<file path="config.mk">
export PLATFORM = sky130hd
export DESIGN_NAME = sliding_window_sender_control
export DESIGN_NICKNAME = d
export VERILOG_FILES = /design/src/rtl/core/swsc_pkg.sv /design/src/rtl/core/sliding_window_sender_control.sv /design/src/rtl/core/swsc_cfg_regs.sv /design/src/rtl/core/swsc_step.sv
export SDC_FILE = /design/constraint.sdc
export NUM_CORES = 1
export LEC_CHECK = 0
export BUFFER_PORTS_ARGS = -buffer_cell sky130_fd_sc_hd__buf_2
export CAP_MARGIN = 0
export CORE_MARGIN = 4
export CORE_UTILIZATION = 55
export DETAILED_ROUTE_END_ITERATION = 7
export PLACE_DENSITY = 0.86
export SLEW_MARGIN = 20
export SYNTH_ARGS = -nofsm -noshare
export SYNTH_HDL_FRONTEND = slang
export SYNTH_SLANG_ARGS = --single-unit
</file>
<file path="constraint.sdc">
create_clock -name clk -period 19.6 [get_ports clk]
set_input_delay 1.96 -clock clk [delete_from_list [all_inputs] [get_ports clk]]
set_output_delay 1.96 -clock clk [all_outputs]
set_load 0.02 [all_outputs]
</file>
<file path="src/rtl/core/swsc_pkg.sv">
// Shared types and constants for the sliding-window sender control block.
package swsc_pkg;

  // Event codes
  localparam logic [1:0] OP_ACK     = 2'd0;
  localparam logic [1:0] OP_TIMEOUT = 2'd1;
  localparam logic [1:0] OP_EOD     = 2'd2;

  // Connection phases
  localparam logic [1:0] PH_UNCONN = 2'd0;
  localparam logic [1:0] PH_DATA   = 2'd1;
  localparam logic [1:0] PH_FIN    = 2'd2;
  localparam logic [1:0] PH_CLOSED = 2'd3;

  // Result codes
  localparam logic [2:0] EV_IGNORED   = 3'd0;
  localparam logic [2:0] EV_ADVANCED  = 3'd1;
  localparam logic [2:0] EV_CONNECTED = 3'd2;
  localparam logic [2:0] EV_REFUSED   = 3'd3;
  localparam logic [2:0] EV_COMPLETE  = 3'd4;
  localparam logic [2:0] EV_BACKOFF   = 3'd5;
  localparam logic [2:0] EV_FINISHING = 3'd6;

  // Configuration register indexes
  localparam int unsigned CFG_IDX_W = 8;
  localparam logic [CFG_IDX_W-1:0] REG_PACKET_SIZE     = 8'd0;
  localparam logic [CFG_IDX_W-1:0] REG_INITIAL_WINDOW  = 8'd1;
  localparam logic [CFG_IDX_W-1:0] REG_MAX_WINDOW      = 8'd2;
  localparam logic [CFG_IDX_W-1:0] REG_TRANSFER_LENGTH = 8'd3;

  // Reset values of the configuration registers
  localparam logic [15:0] RST_PACKET_SIZE     = 16'd1200;
  localparam logic [15:0] RST_INITIAL_WINDOW  = 16'd4800;
  localparam logic [15:0] RST_MAX_WINDOW      = 16'd16800;
  localparam logic [31:0] RST_TRANSFER_LENGTH = 32'd0;

  typedef struct packed {
    logic [1:0]  op;
    logic [31:0] ack_number;
    logic [31:0] advertised_window;
  } in_item_t;

  typedef struct packed {
    logic [2:0]  event_res;
    logic [1:0]  phase_now;
    logic [31:0] send_window;
    logic [31:0] congestion_window_now;
    logic [31:0] data_offset;
    logic [31:0] base_sequence;
    logic        wake_sender;
  } out_item_t;

  typedef struct packed {
    logic [15:0] packet_size;
    logic [15:0] initial_window;
    logic [15:0] max_window;
    logic [31:0] transfer_length;
  } cfg_t;

  typedef struct packed {
    logic [1:0]  phase;
    logic [31:0] seq_base;
    logic [31:0] byte_offset;
    logic [31:0] cong_window;
    logic [31:0] recv_window;
    logic [31:0] window_now;
  } conn_state_t;

endpackage

</file>
<file path="src/rtl/core/sliding_window_sender_control.sv">
// Sliding-window sender control: connection phase and window bookkeeping.
//
// Events (acknowledgement, retransmission timeout, end of data) arrive as
// requests on the in_ channel; every request yields exactly one result on the
// out_ channel, carrying the event outcome and the updated phase, send window,
// congestion window, data offset and base sequence.
// An accepted request lands in an input register; once the output register is
// free or draining, the event logic updates the connection state and loads the
// output register, which drives out_valid and the result. One request per cycle
// is sustained while out_ready stays high; the event logic is combinational
// between the two registers.
// When out_ready is low the result holds, the input register still takes one
// more request, and in_ready then drops until the output register drains.
// Configuration writes on the cfg_ channel are always ready; they are meant
// for an idle block. Writing the initial window also reloads the congestion
// and send windows.
// Reset (rst_n low, synchronous) empties both registers, restores the
// configuration defaults and returns the connection to the unconnected phase.
module sliding_window_sender_control (
  input  logic                           clk,
  input  logic                           rst_n,
  input  logic                           in_valid,
  output logic                           in_ready,
  input  swsc_pkg::in_item_t             in_item,
  output logic                           out_valid,
  input  logic                           out_ready,
  output swsc_pkg::out_item_t            out_item,
  input  logic                           cfg_valid,
  output logic                           cfg_ready,
  input  logic [swsc_pkg::CFG_IDX_W-1:0] cfg_index,
  input  logic [31:0]                    cfg_data
);

  swsc_pkg::cfg_t        cfg;
  swsc_pkg::conn_state_t st_r;
  swsc_pkg::conn_state_t st_nxt;
  swsc_pkg::conn_state_t step_st;
  swsc_pkg::out_item_t   step_res;
  swsc_pkg::in_item_t    in_item_r;
  swsc_pkg::out_item_t   out_item_r;
  logic                  in_vld_r;
  logic                  in_vld_nxt;
  logic                  out_vld_r;
  logic                  out_vld_nxt;
  logic                  fire;
  logic                  cfg_wr;
  logic                  iw_load;

  assign cfg_ready = 1'b1;
  assign cfg_wr    = cfg_valid && cfg_ready;
  assign iw_load   = cfg_wr && (cfg_index == swsc_pkg::REG_INITIAL_WINDOW);

  swsc_cfg_regs u_cfg (
    .clk      (clk),
    .rst_n    (rst_n),
    .wr_en    (cfg_wr),
    .wr_index (cfg_index),
    .wr_data  (cfg_data),
    .cfg      (cfg)
  );

  swsc_step u_step (
    .item   (in_item_r),
    .st     (st_r),
    .cfg    (cfg),
    .st_nxt (step_st),
    .res    (step_res)
  );

  // A held request moves to the output when the output register is free or draining.
  assign fire     = in_vld_r && (!out_vld_r || out_ready);
  assign in_ready = !in_vld_r || fire;

  always_comb begin
    in_vld_nxt  = in_ready ? in_valid : in_vld_r;
    out_vld_nxt = fire ? 1'b1 : (out_ready ? 1'b0 : out_vld_r);
    st_nxt      = fire ? step_st : st_r;
    if (iw_load) begin
      st_nxt.cong_window = {16'd0, cfg_data[15:0]};
      st_nxt.window_now  = {16'd0, cfg_data[15:0]};
    end
  end

  always_ff @(posedge clk) begin
    if (!rst_n) begin
      in_vld_r       <= 1'b0;
      out_vld_r      <= 1'b0;
      st_r.phase       <= swsc_pkg::PH_UNCONN;
      st_r.seq_base    <= 32'd0;
      st_r.byte_offset <= 32'd0;
      st_r.cong_window <= {16'd0, swsc_pkg::RST_INITIAL_WINDOW};
      st_r.recv_window <= 32'd0;
      st_r.window_now  <= {16'd0, swsc_pkg::RST_INITIAL_WINDOW};
    end else begin
      in_vld_r  <= in_vld_nxt;
      out_vld_r <= out_vld_nxt;
      st_r      <= st_nxt;
    end
  end

  always_ff @(posedge clk) begin
    if (in_valid && in_ready) begin
      in_item_r <= in_item;
    end
    if (fire) begin
      out_item_r <= step_res;
    end
  end

  assign out_valid = out_vld_r;
  assign out_item  = out_item_r;

endmodule

</file>
<file path="src/rtl/core/swsc_cfg_regs.sv">
// Configuration register file of the sender control block.
module swsc_cfg_regs (
  input  logic                               clk,
  input  logic                               rst_n,
  input  logic                               wr_en,
  input  logic [swsc_pkg::CFG_IDX_W-1:0]     wr_index,
  input  logic [31:0]                        wr_data,
  output swsc_pkg::cfg_t                     cfg
);

  swsc_pkg::cfg_t cfg_r;
  swsc_pkg::cfg_t cfg_nxt;

  always_comb begin
    cfg_nxt = cfg_r;
    if (wr_en) begin
      unique case (wr_index)
        swsc_pkg::REG_PACKET_SIZE:     cfg_nxt.packet_size     = wr_data[15:0];
        swsc_pkg::REG_INITIAL_WINDOW:  cfg_nxt.initial_window  = wr_data[15:0];
        swsc_pkg::REG_MAX_WINDOW:      cfg_nxt.max_window      = wr_data[15:0];
        swsc_pkg::REG_TRANSFER_LENGTH: cfg_nxt.transfer_length = wr_data;
        default:                       cfg_nxt = cfg_r;
      endcase
    end
  end

  always_ff @(posedge clk) begin
    if (!rst_n) begin
      cfg_r.packet_size     <= swsc_pkg::RST_PACKET_SIZE;
      cfg_r.initial_window  <= swsc_pkg::RST_INITIAL_WINDOW;
      cfg_r.max_window      <= swsc_pkg::RST_MAX_WINDOW;
      cfg_r.transfer_length <= swsc_pkg::RST_TRANSFER_LENGTH;
    end else begin
      cfg_r <= cfg_nxt;
    end
  end

  assign cfg = cfg_r;

endmodule

</file>
<file path="src/rtl/core/swsc_step.sv">
// Next-state and result logic for one event of the sender control block.
module swsc_step (
  input  swsc_pkg::in_item_t    item,
  input  swsc_pkg::conn_state_t st,
  input  swsc_pkg::cfg_t        cfg,
  output swsc_pkg::conn_state_t st_nxt,
  output swsc_pkg::out_item_t   res
);

  logic [32:0] fin_num;
  logic [32:0] win_end;
  logic [32:0] cong_sum;
  logic [31:0] cong_inc;
  logic [31:0] cong_half;
  logic [31:0] cong_dec;
  logic [31:0] psz;
  logic [31:0] wmax;
  logic [31:0] ack_min;
  logic [31:0] ack_win;
  logic [31:0] to_win;
  logic        data_ack;
  logic        in_window;
  logic [2:0]  ev;
  logic        wake;

  always_comb begin
    psz       = {16'd0, cfg.packet_size};
    wmax      = {16'd0, cfg.max_window};
    fin_num   = {1'b0, cfg.transfer_length} + 33'd2;
    win_end   = {1'b0, st.seq_base} + {1'b0, st.window_now};

    data_ack  = ((st.phase == swsc_pkg::PH_DATA) && (item.ack_number > 32'd1)) ||
                ((st.phase == swsc_pkg::PH_FIN) && ({1'b0, item.ack_number} < fin_num));
    in_window = (item.ack_number >= st.seq_base) && ({1'b0, item.ack_number} <= win_end);

    // Additive increase saturates at the top of the 32-bit range.
    cong_sum  = {1'b0, st.cong_window} + {1'b0, psz};
    cong_inc  = cong_sum[32] ? 32'hFFFF_FFFF : cong_sum[31:0];
    ack_min   = (cong_inc < item.advertised_window) ? cong_inc : item.advertised_window;
    // The floor is tested before the upper clamp, so odd settings pass through as given.
    if (ack_min < psz) begin
      ack_win = psz;
    end else if (ack_min > wmax) begin
      ack_win = wmax;
    end else begin
      ack_win = ack_min;
    end

    cong_half = {1'b0, st.cong_window[31:1]};
    cong_dec  = (cong_half < psz) ? psz : cong_half;
    to_win    = (cong_dec < st.recv_window) ? cong_dec : st.recv_window;

    st_nxt = st;
    ev     = swsc_pkg::EV_IGNORED;
    wake   = 1'b0;

    if (st.phase != swsc_pkg::PH_CLOSED) begin
      unique case (item.op)
        swsc_pkg::OP_ACK: begin
          st_nxt.recv_window = item.advertised_window;
          if (data_ack) begin
            if (in_window) begin
              st_nxt.byte_offset = st.byte_offset + (item.ack_number - st.seq_base);
              st_nxt.seq_base    = item.ack_number;
              st_nxt.cong_window = cong_inc;
              st_nxt.window_now  = ack_win;
              ev                 = swsc_pkg::EV_ADVANCED;
              wake               = 1'b1;
            end
          end else if ((st.phase == swsc_pkg::PH_FIN) &&
                       ({1'b0, item.ack_number} == fin_num)) begin
            st_nxt.phase = swsc_pkg::PH_CLOSED;
            ev           = swsc_pkg::EV_COMPLETE;
          end else if ((st.phase == swsc_pkg::PH_UNCONN) && (item.ack_number == 32'd1)) begin
            st_nxt.seq_base = 32'd1;
            st_nxt.phase    = swsc_pkg::PH_DATA;
            ev              = swsc_pkg::EV_CONNECTED;
            wake            = 1'b1;
          end else if ((st.phase == swsc_pkg::PH_UNCONN) && (item.ack_number == 32'd0)) begin
            st_nxt.phase = swsc_pkg::PH_CLOSED;
            ev           = swsc_pkg::EV_REFUSED;
          end
        end
        swsc_pkg::OP_TIMEOUT: begin
          st_nxt.cong_window = cong_dec;
          st_nxt.window_now  = to_win;
          ev                 = swsc_pkg::EV_BACKOFF;
          wake               = 1'b1;
        end
        swsc_pkg::OP_EOD: begin
          if (st.phase == swsc_pkg::PH_DATA) begin
            st_nxt.phase = swsc_pkg::PH_FIN;
            ev           = swsc_pkg::EV_FINISHING;
          end
        end
        default: begin
          ev = swsc_pkg::EV_IGNORED;
        end
      endcase
    end

    res.event_res             = ev;
    res.phase_now             = st_nxt.phase;
    res.send_window           = st_nxt.window_now;
    res.congestion_window_now = st_nxt.cong_window;
    res.data_offset           = st_nxt.byte_offset;
    res.base_sequence         = st_nxt.seq_base;
    res.wake_sender           = wake;
  end

endmodule

</file>
Yosys cells after proc, flatten, opt, wreduce, memory -nomap -nowiden
Cells that the tools add are included.

cells by class
  add/sub/neg operators = 5
  $mul = 0
  divide/modulo/power cells = 0
  order comparisons = 9
  equality and inequality tests = 10
  shift-type cells = 0
  multiplexer cells = 41
  bitwise logic cells = 1
  reduce and logical (&&, ||, !) cells = 25

operators with widths
  operator                                                        count
  2-to-1 mux 32 bit                                               11
  2-to-1 mux 162 bit                                              1
  2-to-1 mux 64 bit                                               2
  one-hot mux 32 bit (2 select lines)                             2
  2-to-1 mux 96 bit                                               1
  2-to-1 mux 80 bit                                               1
  < comparator 32 bit                                             2
  adder 32 x 16 -> 33 bit                                         1
  adder 32 x 2 -> 33 bit, second input constant                   1
  adder 32 x 32 -> 33 bit                                         1
  equality test 32 x 33 -> 1 bit                                  1
  <= comparator 32 x 33 -> 1 bit                                  1
  < comparator 32 x 33 -> 1 bit                                   1
  adder 32 bit                                                    1
  equality test 32 x 1 -> 1 bit, second input constant            1
  >= comparator 32 bit                                            1
  greater-than comparator 32 x 1 -> 1 bit, second input constant  1
  greater-than comparator 32 x 16 -> 1 bit                        1
  logical NOT 32 bit                                              1
  < comparator 32 x 16 -> 1 bit                                   1
  2-to-1 mux 16 bit                                               2
  subtractor 32 bit                                               1
  < comparator 31 x 16 -> 1 bit                                   1
  2-to-1 mux 31 bit                                               1
  other kinds (21)                                                53

word-level totals
  register bits after elaboration = 428
  bits in latches = 0
  RAM bits = 0
  bits in read-only memories = 0
  input port bits = 111
  output and inout bits = 137
  word-level logic and storage cells = 114
  memories kept = 0

Depth between registers and ports, before layout
  depth after elaboration = 13
  gate-level depth with buffers = 36
  mapped depth without buffers = 31

Hierarchy
A second synthesis with hierarchy kept.

unflattened totals
  cells, all modules = 3550
  area total of the unflattened synthesis = 30968.5 um2

modules (own cells, without submodules)
  module                         instances  cells an instance  area an instance (um2)  seq. area each (um2)
  swsc_step                      1          2256               15389.8                 0.0
  sliding_window_sender_control  1          985                12431.9                 9288.9
  swsc_cfg_regs                  1          309                3146.8                  1601.5

Worst setup path after synthesis
OpenSTA, ideal clock, no wires.

  kind = reg-to-reg
  start = register u_cfg.cfg_r (netlist bit u_cfg.cfg[64])
  end = register out_item_r (netlist bit out_item[98]), data pin
  library setup time = 261 ps
  arrival time = 7136 ps
  required time = 19339 ps
  slack = 12203 ps
  cell stages (with the launch flop) = 36
  buffers on the path = 6
  period minus slack after synthesis = 7397 ps
  cells stage by stage = dfxtp_1 ha_1 fa_1 a211oi_1 o211ai_2 nand4_4 a31oi_2 nand2_1 clkbuf_1 clkbuf_1 nand2_1 ha_1 a21oi_1 o21ai_1 a211oi_1 a21boi_0 or2_2 or2_0 clkbuf_1 buf_2 buf_2 nor2_1 a21oi_1 ha_1 nand4_1 a2111oi_0 a221oi_1 o311a_1 o21ai_0 inv_1 a31o_2 and2_1 nand2_1 buf_2 a21oi_1 a221o_1

RTL lines
  what                      RTL line                              RTL
  start: declaration        swsc_cfg_regs.sv:11                   swsc_pkg::cfg_t cfg_r;
  start signal: assignment  swsc_cfg_regs.sv:34                   cfg_r <= cfg_nxt;
  end signal: assignment    sliding_window_sender_control.sv:106  out_item_r <= step_res;
  end: declaration          sliding_window_sender_control.sv:40   swsc_pkg::out_item_t out_item_r;

Final worst setup path
  start = register u_cfg.cfg_r (netlist bit u_cfg.cfg[64])
  end = register st_r[14] in the netlist's numbering

on the way
  longest elaborated chain between the ends = 13
  elaborated cells between the ends (all ways) = 18
  those cells by class = add/sub (1); order compare (5); mux (12)

RTL lines
  what                                      RTL line                             RTL
  adder 32 x 16 -> 33 bit                   swsc_step.sv:37                      cong_sum = {1'b0, st.cong_window} + {1'b0, psz};
  2-to-1 mux 32 bit                         swsc_step.sv:38                      cong_inc = cong_sum[32] ? 32'hFFFF_FFFF : cong_sum[31:0];
  < comparator 32 bit                       swsc_step.sv:39                      ack_min = (cong_inc < item.advertised_window) ? cong_inc : item.advertised_window;
  2-to-1 mux 32 bit                         swsc_step.sv:39
  greater-than comparator 32 x 16 -> 1 bit  swsc_step.sv:43                      end else if (ack_min > wmax) begin
  2-to-1 mux 32 bit                         swsc_step.sv:43
  2-to-1 mux 32 bit                         swsc_step.sv:41                      if (ack_min < psz) begin
  2-to-1 mux 32 bit                         swsc_step.sv:62                      if (in_window) begin
  2-to-1 mux 32 bit                         swsc_step.sv:61                      if (data_ack) begin
  one-hot mux 32 bit (2 select lines) (*)   swsc_step.sv:58                      unique case (item.op)
  2-to-1 mux 162 bit (*)                    swsc_step.sv:57                      if (st.phase != swsc_pkg::PH_CLOSED) begin
  2-to-1 mux 80 bit (*)                     sliding_window_sender_control.sv:77  st_nxt = fire ? step_st : st_r;
  2-to-1 mux 16 bit (*)                     sliding_window_sender_control.sv:78  if (iw_load) begin
  end signal: assignment                    sliding_window_sender_control.sv:97  st_r <= st_nxt;
  end: declaration                          sliding_window_sender_control.sv:35  swsc_pkg::conn_state_t st_r;

Every way passes the cells marked *; elsewhere a longest branch is shown, timed or not. The select of a mux whose other input is x is not followed.
A chain may end at the register's enable or synchronous reset.

==> flow_summary.ini <==
[sta]
clock_skew_ns = 0.02181
worst_slack_ns = 10.07
tightest_slew_ns = 1.064
hold_viol = 0
setup_violations = 0
worst_hold_slack_ns = 0.4550
maxSlewViolCount = 0
fmax_ghz = 0.1049
max_slew_margin = 0.2909
tns_ns = 0
rsz0062_at_grt = no
timing.final.crit_share = 0.4863
fin_crit_ns = 9.532

[worst_hold_path]
hold_class = reg -> reg

[detailed_routing]
via_per_inst = 6.281
wl_per_cell_um = 22.57
first_pass_iters = 7
routed_wl_mm = 93.07
final_antenna_net_count = 0
drtIter0Drc = 2883
drc = 0
via_count = 25900

[die]
row_count = 83
initial_core_util = 0.5553
die_x_um = 235.4
io_pins = 248
dieArea_um2 = 55400
coreArea_um2 = 51200
die_h_um = 235.4

[layout]
fin_area_um2 = 31670
drive_gt1_frac = 0.1225
num_antenna_cells = 0
nNetsFinal = 3834
syn_to_final_growth_pct = 11.39
fin_cells = 4124
fin_util = 0.6186

[worst_setup_path]
cp.arrival_ns = 10.03
critPathRequiredTime_ns = 20.10
critPathKind = reg -> reg
cp_max_fo = 33
end_kind = flip-flop
crit_slowest_cell = a2111oi_0
cpPeakStageDelay_ns = 0.69
start_kind = flip-flop

[placed_design]
io_buffers = 246
dp.cells = 4037
preCtsSetupSlack_ns = 10.41
finalWeightedCongestion = 0.9944
place_area_um2 = 30100
place_hpwl_mm = 70.18

[clock_network]
postCtsSetupBuffers = 0
clk_pin_slew_ns = 0.06
numCtsBuffers = 47
htreeDepth = 2
cts_hold_buf = 0
cts.sinks = 428
clock-root-buffer = clkbuf_16
cts-resized-gates = 0
clock_latency_ns = 0.61
cts_tree = built
cts_buffer_depth = 3

[synth]
yosys.area.top_type = edfxtp_1
syn-num-nets = 3680
synth_most_common_cell = nand2_1
synth_warnings = 0
synth_seq_cells = 428
ys_async_sr_fraction = 0
synthTopCellsByCount = nand2_1, a21oi_1, ha_1
synth_area_um2 = 28430
avgSynthCellArea_um2 = 8.743
ys_top_cells_by_area = edfxtp_1, dfxtp_1, ha_1
synth_top_family_by_area = compound AO/OA/AOI/OAI gates
synth_top_area_share = 0.2112
synth_compound_area_frac = 0.1982
synthFlopType = dfxtp_1
yosysSeqAreaShare = 0.3718
yosysUniqueCellTypes = 94
synth-simple-area-share = 0.1597
synth-xor-area-share = 0.03388
synthMuxAreaShare = 0.02777
synth-edff-count = 200
syn_inst = 3252
yosys.area_share.adder = 0.1482

[power]
powerDensity_nw_per_um2 = 73.16
peakVddDrop_v = 0.00007312
power_mw = 2.317
leakage_nw = 13.09

[job]
maxCapViolCount = 0

[global_routing]
grt_pass1_vias = 24380
overflow = 0
grtUsageTotal = 0.3218
grt_max_degree = 90
antenna_found_initial = 2
grt_pass1_wl_mm = 141.7

[outcome]
status = finished, final reports clean
[worst paths after layout]
kind / startpoint / end / slack (ns) / cells after the start
min: st_r[42] / st_r[42] / 0.45 / 2
max: u_cfg.cfg[64] / st_r[14] / 10.07 / 30
max reg2reg: u_cfg.cfg[64] / st_r[14] / 10.07 / 30
min reg2reg: st_r[42] / st_r[42] / 0.45 / 2
[cell type report]
class	count	area, um2
inverter	279	1055
clock inverter	31	319.1
fill	4271	19530
clock buffer	56	1241
sequential	428	10570
timing repair buffer	273	1434
multi-input combinational	2377	16200
tap	680	850.8
[metal layers]
| metal | track usage | wire length (um) |
|---|---|---|
| met3 | 0.07697 | 10170 |
| met4 | 0.1431 | 4816 |
| met5 | 0 | 27 |
| met2 | 0.5028 | 41010 |
| met1 | 0.4273 | 37050 |
[layout by cell type, fill, tap and decap left out, types with 11 or more instances in the layout]
cell	instances
o21a_1	22
a21o_1	75
nor4_1	21
a211o_1	13
o211ai_1	19
nor2b_1	25
nor3_1	34
nor2_1	227
fa_1	33
mux2i_1	53
xnor2_1	60
a21oi_1	282
and2_1	18
o221ai_1	15
and4_1	12
ha_1	284
dfxtp_1	228
clkbuf_16	48
a22oi_1	57
a211oi_1	35
a2bb2oi_1	11
mux2_2	22
buf_2	246
o21ai_0	163
inv_1	275
and3_1	26
nand4_1	44
a31oi_1	18
edfxtp_1	200
o22ai_1	13
o2111a_1	15
nand3_1	68
nand2_1	449
buf_4	27
nand2b_1	30
xor2_1	50
[critical path, delay by kind of cell, from the launching register on]
kind / cells / cell delay [ns]
AO/OA/AOI/OAI: 15 / 4.06
adder cells (fa/ha/maj): 4 / 1.04
buffers and inverters: 2 / 0.39
flip-flops: 1 / 0.44
AND/OR/NAND/NOR: 9 / 3.47
[report_power, final]
part | total, mW | switching, mW | internal, mW | leakage, nW
Combinational | 0.400 | 0.253 | 0.146 | 8.54
Sequential | 1.01 | 0.0373 | 0.969 | 3.80
Clock | 0.911 | 0.389 | 0.522 | 0.756
Total | 2.32 | 0.680 | 1.64 | 13.1
[cells by family (layout without fill, tap and decap cells)]
family	after synthesis	in the layout
flip-flops	428	428
adder cells (fa/ha/maj)	317	317
AND/OR/NAND/NOR	1002	1002
multiplexers	76	76
buffers and inverters	447	639
other	1	1
XOR/XNOR	110	110
AO/OA/AOI/OAI	871	871
[state kept, by name (all words and copies together) (netlist names)]
name       count
st_r         162
out_valid      1
out_item     134
in_vld_r       1
u_cfg.cfg     64
in_item_r     66
Power figures use the tool's default switching activity.
